File: config.mk
export PLATFORM = sky130hd
export DESIGN_NAME = trial_division_number_classifier
export DESIGN_NICKNAME = d
export VERILOG_FILES = /design/src/rtl/tdnc_pkg.sv /design/src/rtl/tdnc_rem_unit.sv /design/src/rtl/trial_division_number_classifier.sv
export SDC_FILE = /design/constraint.sdc
export NUM_CORES = 1
export LEC_CHECK = 0
export BUFFER_PORTS_ARGS = -buffer_cell sky130_fd_sc_hd__buf_4
export CORE_MARGIN = 4
export CORE_UTILIZATION = 30
export DETAILED_ROUTE_END_ITERATION = 10
export PLACE_DENSITY = 0.54
export SETUP_SLACK_MARGIN = 0.1
export SLEW_MARGIN = 20
export SYNTH_ARGS = -nofsm -noshare
export SYNTH_HDL_FRONTEND = slang
export SYNTH_HIERARCHICAL = 1
export SYNTH_SLANG_ARGS = --single-unit
File: constraint.sdc
create_clock -name clk_i -period 11.4 [get_ports clk_i]
set_input_delay 2.85 -clock clk_i [delete_from_list [all_inputs] [get_ports clk_i]]
set_output_delay 2.85 -clock clk_i [all_outputs]
set_load 0.01 [all_outputs]
File: src/rtl/tdnc_pkg.sv
// Shared widths, divisor constants and handshake structs for the
// trial-division classifier. No dependencies.
package tdnc_pkg;

  localparam int unsigned ValueWidth = 32;
  // Trial divisors never pass sqrt(2^(ValueWidth-1)) + 2.
  localparam int unsigned DivWidth   = ValueWidth / 2 + 2;
  localparam int unsigned CntWidth   = $clog2(ValueWidth);

  localparam logic [ValueWidth-1:0] Div7  = ValueWidth'(7);
  localparam logic [ValueWidth-1:0] Div11 = ValueWidth'(11);
  localparam logic [ValueWidth-1:0] Div13 = ValueWidth'(13);
  localparam logic [ValueWidth-1:0] Two   = ValueWidth'(2);

  typedef struct packed {
    logic                  start;
    logic [ValueWidth-1:0] dividend;
    logic [ValueWidth-1:0] divisor;
  } rem_req_t;

  typedef struct packed {
    logic                  done;
    logic [ValueWidth-1:0] rem;
  } rem_rsp_t;

endpackage

File: src/rtl/tdnc_rem_unit.sv
// Bit-serial restoring remainder unit: one quotient bit per cycle.
// Depends on tdnc_pkg.
module tdnc_rem_unit
  import tdnc_pkg::*;
(
  input  logic     clk_i,
  input  logic     rst_ni,
  input  rem_req_t req_i,
  output rem_rsp_t rsp_o
);

  logic                  busy_q;
  logic                  done_q;
  logic [CntWidth-1:0]   cnt_q;
  logic [ValueWidth-1:0] rem_q;
  logic [ValueWidth-1:0] rem_d;
  logic [ValueWidth-1:0] shift_q;
  logic [ValueWidth-1:0] divisor_q;
  logic [ValueWidth:0]   trial;
  logic [ValueWidth:0]   diff;

  assign trial = {rem_q, shift_q[ValueWidth-1]};
  assign diff  = trial - {1'b0, divisor_q};
  // borrow out means the partial remainder stays
  assign rem_d = diff[ValueWidth] ? trial[ValueWidth-1:0] : diff[ValueWidth-1:0];

  always_ff @(posedge clk_i or negedge rst_ni) begin
    if (!rst_ni) begin
      busy_q <= 1'b0;
      done_q <= 1'b0;
      cnt_q  <= '0;
    end else begin
      done_q <= 1'b0;
      if (req_i.start) begin
        busy_q <= 1'b1;
        cnt_q  <= CntWidth'(ValueWidth - 1);
      end else if (busy_q) begin
        if (cnt_q == '0) begin
          busy_q <= 1'b0;
          done_q <= 1'b1;
        end else begin
          cnt_q <= cnt_q - 1'b1;
        end
      end
    end
  end

  always_ff @(posedge clk_i) begin
    if (req_i.start) begin
      rem_q     <= '0;
      shift_q   <= req_i.dividend;
      divisor_q <= req_i.divisor;
    end else if (busy_q) begin
      rem_q   <= rem_d;
      shift_q <= {shift_q[ValueWidth-2:0], 1'b0};
    end
  end

  assign rsp_o.done = done_q;
  assign rsp_o.rem  = rem_q;

endmodule

File: src/rtl/trial_division_number_classifier.sv
// Top level: sequencer around the shared serial remainder unit.
// Depends on tdnc_pkg and tdnc_rem_unit.
//
// Usage: one signed word enters on in_valid_i/in_ready_o (value_i) and
// one result word of four flags leaves on out_valid_o/out_ready_i.
// in_ready_o is high only while the block is idle; one word is in work
// at a time. Zero or negative words give not_positive alone and come out
// in the cycle after acceptance.
// For a positive word the remainder unit is run for 7, 11, 13 (stopping at
// the first that divides) and then, for odd words above 3, for odd divisors
// 3, 5, 7... while d*d stays within the word, stopping at the first that
// divides. Each remainder is one serial run of the shared unit, one
// divisor at a time; the worst case, a 31-bit prime, needs about 23170
// trial divisors.
// The result is held in registers with out_valid_o high until taken; a
// stalled receiver simply keeps the block busy. Reset returns it to idle
// with no result pending.
module trial_division_number_classifier
  import tdnc_pkg::*;
(
  input  logic                         clk_i,
  input  logic                         rst_ni,
  input  logic                         in_valid_i,
  output logic                         in_ready_o,
  input  logic signed [ValueWidth-1:0] value_i,
  output logic                         out_valid_o,
  input  logic                         out_ready_i,
  output logic                         divisible_7_11_13_o,
  output logic                         is_even_o,
  output logic                         is_prime_o,
  output logic                         not_positive_o
);

  typedef enum logic [1:0] {
    ST_IDLE,
    ST_START,
    ST_WAIT,
    ST_OUT
  } state_e;

  typedef enum logic [1:0] {
    PH_7,
    PH_11,
    PH_13,
    PH_TRIAL
  } phase_e;

  state_e                state_q;
  phase_e                phase_q;
  logic [ValueWidth-1:0] n_q;
  logic [DivWidth-1:0]   d_q;
  logic [ValueWidth-1:0] sq_q;
  logic [ValueWidth-1:0] sq_d;
  logic                  div_q;
  logic                  even_q;
  logic                  prime_q;
  logic                  nonpos_q;
  logic                  trial_q;
  logic                  sq_over;
  logic                  rem_zero;
  logic [ValueWidth-1:0] vin;
  rem_req_t              req;
  rem_rsp_t              rsp;

  assign vin      = value_i;
  assign sq_over  = sq_q > n_q;
  assign rem_zero = rsp.rem == '0;
  // (d+2)^2 = d^2 + 4d + 4
  assign sq_d     = sq_q + ValueWidth'({d_q, 2'b00}) + ValueWidth'(4);

  always_comb begin
    req.start    = (state_q == ST_START) && !((phase_q == PH_TRIAL) && sq_over);
    req.dividend = n_q;
    case (phase_q)
      PH_7:    req.divisor = Div7;
      PH_11:   req.divisor = Div11;
      PH_13:   req.divisor = Div13;
      default: req.divisor = ValueWidth'(d_q);
    endcase
  end

  tdnc_rem_unit u_rem (
    .clk_i (clk_i),
    .rst_ni(rst_ni),
    .req_i (req),
    .rsp_o (rsp)
  );

  always_ff @(posedge clk_i or negedge rst_ni) begin
    if (!rst_ni) begin
      state_q <= ST_IDLE;
      phase_q <= PH_7;
    end else begin
      case (state_q)
        ST_IDLE: begin
          if (in_valid_i) begin
            n_q      <= vin;
            div_q    <= 1'b0;
            d_q      <= DivWidth'(3);
            sq_q     <= ValueWidth'(9);
            phase_q  <= PH_7;
            if (vin == '0 || vin[ValueWidth-1]) begin
              even_q   <= 1'b0;
              prime_q  <= 1'b0;
              nonpos_q <= 1'b1;
              trial_q  <= 1'b0;
              state_q  <= ST_OUT;
            end else begin
              even_q   <= ~vin[0];
              prime_q  <= (vin == Two) || (vin == ValueWidth'(3));
              nonpos_q <= 1'b0;
              trial_q  <= vin[0] && (vin > ValueWidth'(3));
              state_q  <= ST_START;
            end
          end
        end
        ST_START: begin
          if ((phase_q == PH_TRIAL) && sq_over) begin
            prime_q <= 1'b1;
            state_q <= ST_OUT;
          end else begin
            state_q <= ST_WAIT;
          end
        end
        ST_WAIT: begin
          if (rsp.done) begin
            case (phase_q)
              PH_7, PH_11, PH_13: begin
                // first hit among 7, 11, 13 settles the flag
                if (rem_zero || phase_q == PH_13) begin
                  div_q <= div_q | rem_zero;
                  if (trial_q) begin
                    phase_q <= PH_TRIAL;
                    state_q <= ST_START;
                  end else begin
                    state_q <= ST_OUT;
                  end
                end else begin
                  phase_q <= (phase_q == PH_7) ? PH_11 : PH_13;
                  state_q <= ST_START;
                end
              end
              default: begin
                if (rem_zero) begin
                  state_q <= ST_OUT;
                end else begin
                  d_q     <= d_q + DivWidth'(2);
                  sq_q    <= sq_d;
                  state_q <= ST_START;
                end
              end
            endcase
          end
        end
        ST_OUT: begin
          if (out_ready_i) begin
            state_q <= ST_IDLE;
          end
        end
        default: state_q <= ST_IDLE;
      endcase
    end
  end

  assign in_ready_o          = state_q == ST_IDLE;
  assign out_valid_o         = state_q == ST_OUT;
  assign divisible_7_11_13_o = div_q;
  assign is_even_o           = even_q;
  assign is_prime_o          = prime_q;
  assign not_positive_o      = nonpos_q;

endmodule
==> flow_summary.json, run 1 <==
{
  "worstPathMaxFanout": 62,
  "ir_worst_vdd_mv": 0.112,
  "num_io_pins": 42,
  "setup_violations": 0,
  "grt_max_degree": 63,
  "drv_slew": 0,
  "worstPathArrival_ns": 5.07,
  "grt_pass1_wl_um": 45600,
  "rows": 72,
  "synthCells": 1166,
  "yosysSeqAreaShare_pct": 45.0,
  "ys_types": 71,
  "drive_gt1_share_pct": 10.4,
  "required_ns": 11.73,
  "fin_crit_sh_pct": 41.6,
  "status": "completed",
  "vias": 8685,
  "clock_latency_ns": 0.45,
  "rsz0062_at_grt": "no",
  "period_needed_ns": 4.74,
  "ys.flop_type": "edfxtp_1",
  "p_int_w": 0.00201,
  "cts.repair.resized": 0,
  "numCtsBuffers": 17,
  "place_hpwl_um": 20000,
  "dr.pass1.iters": 4,
  "antenna_cells": 0,
  "seqPwrFrac_pct": 33.9,
  "postPlaceCellArea_um2": 12700,
  "clock_path_buffers": 2,
  "p_sw_share_pct": 40.2,
  "slew_headroom_pct": 30.3,
  "die_area_um2": 42800,
  "cts-hold-fix-buffers": 0,
  "start_kind": "flip-flop",
  "async_flop_share_pct": 5.79,
  "power.density_nw_per_um2": 252,
  "cts.sinks": 190,
  "netlist_area_um2": 11900,
  "path_clk_slew_ns": 0.07,
  "max_freq_mhz": 211,
  "drtAntennaViolNets": 0,
  "power_switching_w": 0.00135,
  "final_cell_mix": "147 x edfxtp_1, 110 x nor2_1, 103 x ha_1",
  "finClkSkew_ns": 0.0144,
  "die_w_um": 207,
  "design_area_um2": 13300,
  "globalRouteOverflowTotal": 0,
  "drc": 0,
  "hp-class": "reg -> reg",
  "root_buffer": "clkbuf_16",
  "start_util_pct": 30.5,
  "dieHeight_um": 207,
  "post_drt_via_cell_ratio": 5.00,
  "portBuffers": 41,
  "wl_um": 27500,
  "maxCapViolCount": 0,
  "ys_ff_latch": 190,
  "core_um2": 38800,
  "final_common_cell": "edfxtp_1",
  "layout.nets": 1346,
  "cts_tree": "built",
  "antenna_found_initial": 0,
  "yosysWarnings": 6,
  "critical_path_class": "reg -> reg",
  "post_cts_buffers": 0,
  "drt_iter0_markers": 567,
  "areaGrowthSynthToFinish_pct": 12.5,
  "gp_congestion": 0.835,
  "pwr-share-clk_pct": 18.3,
  "total_leakage_power_nw": 5.35,
  "htreeDepth": 4,
  "synth_edf_count": 147,
  "grt_usage_pct": 13.2,
  "max_slew.worst_pin.slew_ns": 1.04,
  "cp-end-kind": "flip-flop",
  "wl_per_cell_um": 15.9,
  "combPwrFrac_pct": 47.8,
  "finalSetupTns_ns": 0,
  "finalHoldViolCount": 0,
  "syn_area_per_cell_um2": 10.2,
  "grt_pass1_vias": 8792
}
## final cells by class
cell class,instances,area [µm²]
clock buffer,19,443
clock inverter,13,150
fill,3924,25500
inverter,87,327
multi-input combinational,861,6080
sequential,190,5330
tap,518,648
timing repair buffer,48,360
## sequential cells by signal, summed over array words and instances (netlist names), 2 cells and up
signal           cells
u_rem/cnt_q          5
u_rem/divisor_q     32
sq_q                29
n_q                 32
phase_q              2
state_q              2
u_rem/shift_q       32
u_rem/rem_q         32
d_q                 17
## power groups by stage
stage	Sequential, W	Clock [W]	Combinational (W)
after floorplan	0.00110	0	0.00129
after global placement	0.00115	0	0.00158
after detailed placement	0.00115	0	0.00160
after CTS	0.00114	0.000634	0.00161
after global routing	0.00116	0.000660	0.00181
final	0.00114	0.000615	0.00161
## cells by family (layout without fill, tap and decap cells)
family                   Yosys count  after routing  synth area share, %
buffers and inverters            128            167                 4.34
AND/OR/NAND/NOR                  372            372                 15.6
adder cells (fa/ha/maj)          105            105                 11.2
XOR/XNOR                          58             58                 4.28
other                              2             15               0.0633
AO/OA/AOI/OAI                    250            250                 14.0
flip-flops                       190            190                 45.0
multiplexers                      61             61                 5.51
## stage by stage
stage	std cells	utilization (%)	setup slack (ns)	hold slack [ns]	power, W
after floorplan	1179	-	5.15	0.467	0.00240
after global placement	1704	32.8	6.63	0.496	0.00273
after detailed placement	1704	32.8	6.60	0.507	0.00275
after CTS	1736	34.3	6.62	0.519	0.00339
after global routing	1736	34.4	6.13	0.547	0.00363
final	1736	34.4	6.66	0.520	0.00336
## path summary, 6_finish.rpt
check	startpoint	endpoint	slack, ns	cells past startpoint
max in group asynchronous	rst_ni	u_rem/cnt_q[0]	8.99	1
min in group asynchronous	rst_ni	state_q[0]	2.23	1
hold / removal	u_rem/rem_q[31]	u_rem/rem_q[31]	0.52	2
setup / recovery	sq_q[29]	u_rem/cnt_q[4]	6.66	14
setup reg to reg	sq_q[29]	u_rem/cnt_q[4]	6.66	14
hold reg to reg	u_rem/rem_q[31]	u_rem/rem_q[31]	0.52	2
## Yosys cell counts, drive strengths merged, types with 5 or more instances
library cell	number	area share, %
a21oi	77	3.3
dfxtp	32	5.4
nor4	22	1.2
nor2	111	3.5
and2	22	1.2
o211ai	11	0.70
edfxtp	147	37
inv	87	2.8
a31oi	9	0.47
dfrtp	11	2.3
ha	103	11
and3	14	0.74
mux2i	27	2.3
o21a	11	0.70
nor3b	5	0.32
or3	8	0.42
nand2b	11	0.58
nand2	76	2.4
clkbuf	28	0.89
and4	6	0.44
mux2	34	3.2
o21bai	7	0.44
nand4	21	1.2
nor3	24	1.0
xor2	29	2.1
nor2b	8	0.42
xnor2	29	2.1
a211oi	26	1.8
o21ai	43	1.9
a2111oi	5	0.53
buf	13	0.70
nand3	31	1.3
a21o	23	1.5
## critical path: stages (launching register included)
cell and delay, ns:
edfxtp_1 0.45, ha_1 0.33, nand4_1 0.14, nor4_1 0.40, nand2_1 0.16, o21a_1 0.19, o21ai_0 0.20, nor2b_4 0.91
buf_4 0.73, nor4_1 0.15, a21oi_1 0.38, nand2_1 0.15, nor3_1 0.20, xnor2_1 0.14, nand2b_1 0.06
## metal layers
| layer | global-route usage [%] | vias to the layer above | wire length, µm |
|---|---|---|---|
| li1 | - | 4355 | - |
| met5 | 0 | - | 0 |
| met2 | 22.8 | 117 | 13400 |
| met1 | 17.2 | 4188 | 13000 |
| met4 | 3.80 | 0 | 416 |
| met3 | 2.09 | 25 | 732 |
No activity file was read; power rests on OpenSTA's default activity.
==> run 2: changes to the inputs <==
ABC_AREA = 1   (was unset)
PLACE_DENSITY = 0.55   (was 0.54)
clock period = 4.06 ns   (was 11.4 ns; I/O delays follow)
==> flow_summary.json, run 2 <==
{
  "slew_headroom_pct": 55.6,
  "synth_top_family_by_area": "simple AND/OR/NAND/NOR gates",
  "ys.flop_type": "edfxtp_1",
  "maxCapViolCount": 0,
  "grt_pass1_vias": 11000,
  "regToRegSetupSlack_ns": 0.97,
  "drive_gt1_share_pct": 6.46,
  "drtAntennaViolNets": 0,
  "syn_area_per_cell_um2": 7.19,
  "finalSetupTns_ns": 0,
  "period_needed_ns": 3.09,
  "numCtsBuffers": 17,
  "dr.pass1.iters": 5,
  "start_util_pct": 30.5,
  "setup_violations": 0,
  "synth_top_area_cell": "edfxtp_1",
  "num_io_pins": 42,
  "ys_types": 44,
  "globalRouteOverflowTotal": 0,
  "yosysWarnings": 6,
  "clock_latency_ns": 0.44,
  "cp-end-kind": "flip-flop",
  "grt_usage_pct": 14.4,
  "cts.repair.resized": 0,
  "setup_ws_ns": 0.971,
  "ys_ff_latch": 190,
  "drv_slew": 0,
  "yosys-top-cells-count": "660 x nand2_1, 335 x inv_1, 160 x nor2_1, 147 x edfxtp_1, 103 x ha_1",
  "wl_per_cell_um": 13.4,
  "max_freq_mhz": 324,
  "hp-class": "in -> async",
  "netlist_area_um2": 13200,
  "cp-startpoint": "sq_q[25]",
  "finClkSkew_ns": 0.0130,
  "critPathCapture": "u_rem/cnt_q[4]",
  "synth.top_cell.area_share_pct": 33.4,
  "portBuffers": 41,
  "die_area_um2": 47400,
  "synthMuxAreaShare_pct": 0,
  "htreeDepth": 4,
  "worstPathMaxFanout": 10,
  "ir_worst_vdd_mv": 0.377,
  "antenna_cells": 0,
  "cts.sinks": 190,
  "async_flop_share_pct": 5.79,
  "layout.nets": 2032,
  "fin_crit_sh_pct": 76.1,
  "power.density_nw_per_um2": 801,
  "synthSimpleGateAreaFrac_pct": 32.0,
  "synthCells": 1837,
  "areaGrowthSynthToFinish_pct": 12.5,
  "post_drt_via_cell_ratio": 4.50,
  "synth_compound_area_share_pct": 5.52,
  "r2r_start": "sq_q[25]",
  "core_um2": 43300,
  "gp_congestion": 0.884,
  "start_kind": "flip-flop",
  "rows": 76,
  "synth_most_common_cell": "nand2_1",
  "place_hpwl_um": 26300,
  "root_buffer": "clkbuf_16",
  "cts-hold-fix-buffers": 0,
  "place_ws_ns": 0.988,
  "final_cell_mix": "660 x nand2_1, 335 x inv_1, 156 x nor2_1",
  "synth-xor-area-share_pct": 1.13,
  "total_leakage_power_nw": 7.53,
  "grt_max_degree": 47,
  "r2r_cells": 17,
  "rsz0062_at_grt": "no",
  "worstPathArrival_ns": 3.41,
  "cts_tree": "built",
  "finalHoldViolCount": 0,
  "wl_um": 33300,
  "synth_edf_count": 147,
  "post_cts_buffers": 0,
  "status": "completed",
  "final_common_cell": "nand2_1",
  "reg2reg_to": "u_rem/cnt_q[4]",
  "grt_pass1_wl_um": 55600,
  "clock_path_buffers": 2,
  "synthAdderAreaFrac_pct": 10.1,
  "die_w_um": 218,
  "yosysSeqAreaShare_pct": 40.4,
  "path_clk_slew_ns": 0.07,
  "required_ns": 4.38,
  "vias": 11200,
  "drt_iter0_markers": 744,
  "dieHeight_um": 218,
  "max_slew.worst_pin.slew_ns": 0.667,
  "critical_path_class": "reg -> reg",
  "antenna_found_initial": 0,
  "drc": 0,
  "ys_top_cells_by_area": "edfxtp_1 33%, nand2_1 19%, ha_1 9.8%"
}
==> run 2: cell types whose count changed after synthesis, moves of 14 or more <==
cell / before / now
mux2i_1: 27 / 0
xnor2_1: 29 / 14
nand2_1: 76 / 660
inv_1: 87 / 335
and2_1: 22 / 8
nand3_1: 31 / 100
clkbuf_1: 28 / 13
mux2_2: 34 / 0
a211oi_1: 25 / 0
xor2_1: 29 / 3
a21o_1: 23 / 1
nor4_1: 22 / 2
nor2_1: 111 / 160
==> run 2: logic make-up after synthesis <==
group	Yosys count
other	2
AND/OR/NAND/NOR	1013
XOR/XNOR	17
AO/OA/AOI/OAI	140
flip-flops	190
buffers and inverters	370
adder cells (fa/ha/maj)	105
==> run 2: final cells by class <==
class                           instances  area (µm²)
Sequential cell                       190        5330
Clock buffer                           17         425
Clock inverter                         14         201
Tap cell                              585         732
Timing Repair Buffer                   50         375
Inverter                              342        1280
Multi-Input combinational cell       1290        6510
Fill cell                            4626       28400
==> run 2: through the flow <==
step | util [%] | area, µm² | power (W) | hold slack, ns | std cells
5_1_grt | 34.3 | 14900 | 0.0132 | 0.391 | 2488
3_5_place_dp | 32.9 | 14200 | 0.0101 | 0.483 | 2457
6_report | 34.3 | 14900 | 0.0119 | 0.405 | 2488
2_1_floorplan | - | 13300 | 0.00843 | 0.462 | 1850
3_3_place_gp | 32.9 | 14200 | 0.0101 | 0.478 | 2457
4_1_cts | 34.3 | 14900 | 0.0120 | 0.391 | 2488
==> run 2: worst min-delay path by stage <==
| stage | start | slack [ns] | cells after the start | endpoint |
|---|---|---|---|---|
| floorplan | u_rem/rem_q[10] | 0.46 | 2 | u_rem/rem_q[10] |
| global placement | u_rem/rem_q[25] | 0.48 | 2 | u_rem/rem_q[25] |
| detailed placement | u_rem/rem_q[10] | 0.48 | 2 | u_rem/rem_q[10] |
| CTS | rst_ni | 0.39 | 1 | u_rem/cnt_q[2] |
| global route | rst_ni | 0.39 | 1 | u_rem/cnt_q[2] |
| finish | rst_ni | 0.40 | 1 | u_rem/cnt_q[2] |
==> run 2: worst max-delay path, stage by stage, from the launching register on <==
cell and delay (ns):
edfxtp_1 0.50, ha_1 0.34, a21oi_1 0.13, o21ai_0 0.10, nand2_1 0.07, nand2_1 0.06, a21oi_1 0.15, nand2_1 0.15
a21oi_4 0.35, inv_2 0.08, nand4_1 0.13, inv_1 0.06, nor2_1 0.21, inv_1 0.12, nor3_1 0.22, inv_1 0.08
o21ai_0 0.15, nand3_1 0.08
==> run 2: routing by layer <==
metal / global-route usage, % / wire length, µm / part of all wire, % / up-vias
met5: 0 / 0 / 0 / -
met4: 4.89 / 831 / 2.5 / 0
met3: 1.89 / 1150 / 3.4 / 50
met2: 23.8 / 15300 / 46 / 213
met1: 19.6 / 16000 / 48 / 5077
li1: - / - / - / 5860
==> run 2: report_power, final <==
group	switching (W)	total, W	internal [W]
Clock	0.000806	0.00180	0.000991
Sequential	0.000503	0.00347	0.00297
Combinational	0.00444	0.00664	0.00221
Total	0.00574	0.0119	0.00616
==> run 3: changes to the inputs <==
PLACE_DENSITY = 0.53   (was 0.55)
clock period = 2.9 ns   (was 4.06 ns; I/O delays follow)
==> flow_summary.json, run 3 (synthesized netlist as in run 2, its figures left out) <==
{
  "r2r_start": "sq_q[27]",
  "power.density_nw_per_um2": 1120,
  "gp_congestion": 0.897,
  "p_sw_share_pct": 48.8,
  "post_drt_via_cell_ratio": 4.49,
  "areaGrowthSynthToFinish_pct": 15.0,
  "pwr-share-clk_pct": 14.3,
  "place_ws_ns": 0.0818,
  "cp-end-kind": "flip-flop",
  "root_buffer": "clkbuf_16",
  "rsz0062_at_grt": "yes",
  "p_int_w": 0.00871,
  "start_kind": "flip-flop",
  "worstPathArrival_ns": 2.96,
  "grt_pass1_vias": 11300,
  "period_needed_ns": 2.63,
  "holdWs_ns": 0.101,
  "cts-hold-fix-buffers": 0,
  "layout.nets": 2058,
  "final_util_pct": 35.1,
  "wl_um": 34300,
  "combPwrFrac_pct": 57.6,
  "total_power_w": 0.0170,
  "cts_tree": "built",
  "drv_slew": 0,
  "path_clk_slew_ns": 0.08,
  "drtAntennaViolNets": 0,
  "antenna_found_initial": 0,
  "grt_max_degree": 47,
  "worstPathMaxFanout": 4,
  "cp-startpoint": "sq_q[27]",
  "dieHeight_um": 218,
  "critPathMaxStageDelay_ns": 0.40,
  "total_leakage_power_nw": 7.70,
  "grt_usage_pct": 14.8,
  "maxCapViolCount": 0,
  "fill_cells": 4593,
  "r2r_cells": 16,
  "start_util_pct": 30.5,
  "dr.pass1.iters": 5,
  "place_hpwl_um": 26500,
  "numCtsBuffers": 17,
  "finalSetupTns_ns": 0,
  "fin_crit_sh_pct": 90.7,
  "critical_path_class": "reg -> reg",
  "setup_ws_ns": 0.270,
  "max_freq_mhz": 380,
  "cpMaxStageDelayCell": "edfxtp_1",
  "reg2reg_to": "u_rem/cnt_q[4]",
  "seqPwrFrac_pct": 28.1,
  "grt_pass1_wl_um": 56600,
  "final_common_cell": "nand2_1",
  "globalRouteOverflowTotal": 0,
  "regToRegSetupSlack_ns": 0.27,
  "cp_num_buf_inv": 3,
  "ir_worst_vdd_mv": 0.512,
  "power_switching_w": 0.00832,
  "drc": 0,
  "crit_chain": "ha_1 > a21oi_1 > o21ai_0 > nand2_1 > nand2_1 > a21oi_2 > nand2_4 > a21oi_4 > buf_4 > nor2_4 > nor2_4 > inv_2 > nor3_2 > inv_1 > o21ai_1 > nand3_1",
  "status": "completed",
  "required_ns": 3.23,
  "vias": 11300,
  "clock_latency_ns": 0.46,
  "drt_iter0_markers": 663,
  "die_area_um2": 47400,
  "wl_per_cell_um": 13.6,
  "antenna_cells": 0,
  "cts.sinks": 190,
  "finClkSkew_ns": 0.0244,
  "clock_path_buffers": 2,
  "rows": 76,
  "core_um2": 43300,
  "num_io_pins": 42,
  "die_w_um": 218,
  "portBuffers": 41,
  "path_delay_family": "compound AO/OA/AOI/OAI gates",
  "final_cell_mix": "658 x nand2_1, 333 x inv_1, 153 x nor2_1",
  "finalHoldViolCount": 0,
  "drive_gt1_share_pct": 8.39,
  "hp-class": "in -> async",
  "htreeDepth": 4,
  "setup_violations": 0
}
[run 3: worst max path at each step]
| stage | to | slack [ns] | cells after the start |
|---|---|---|---|
| 6_report | u_rem/cnt_q[4] | 0.27 | 16 |
| 5_1_grt | u_rem/cnt_q[4] | 0.04 | 20 |
| 4_1_cts | u_rem/cnt_q[4] | 0.12 | 17 |
| 3_5_place_dp | u_rem/cnt_q[4] | 0.08 | 17 |
| 3_3_place_gp | u_rem/cnt_q[4] | 0.20 | 17 |
| 2_1_floorplan | u_rem/cnt_q[4] | -0.19 | 18 |
[run 3: metal layers]
metal / share of wire (%) / global-route usage (%)
met2: 48 / 25.1
met3: 2.9 / 2.58
met5: 0 / 0
met1: 47 / 19.3
met4: 1.9 / 4.42
[run 3: through the flow]
stage,area [µm²],cells
6_report,15200,2515
3_5_place_dp,14500,2474
2_1_floorplan,13300,1850
5_1_grt,15200,2515
4_1_cts,15100,2508
3_3_place_gp,14500,2474
[run 3: final cells by class]
class	instances	area, µm²	area share [%]
Clock buffer	17	425	2.80
Clock inverter	15	183	1.20
Inverter	342	1290	8.49
Multi-Input combinational cell	1290	6580	43.3
Sequential cell	190	5330	35.1
Tap cell	585	732	4.82
Timing Repair Buffer	76	658	4.33
[run 3: repair_timing]
action / CTS / global route
pin swaps: 1 / 6
gates cloned: 0 / 1
gates resized for setup: 0 / 11
endpoints found under the setup margin: 1 / 64
buffers inserted: 2 / 6
[run 3: power groups by stage]
stage / Combinational (W) / Clock [W] / Sequential [W]
finish: 0.00982 / 0.00243 / 0.00479
global route: 0.0113 / 0.00262 / 0.00490
CTS: 0.00965 / 0.00251 / 0.00480
detailed placement: 0.00957 / 0 / 0.00485
global placement: 0.00945 / 0 / 0.00483
floorplan: 0.00719 / 0 / 0.00464
[run 3: worst register-to-register path, delay by kind of cell, from the launching register on]
family / cells / cell delay (ns)
AO/OA/AOI/OAI: 5 / 0.83
adder cells (fa/ha/maj): 1 / 0.31
buffers and inverters: 3 / 0.30
flip-flops: 1 / 0.40
AND/OR/NAND/NOR: 7 / 0.67
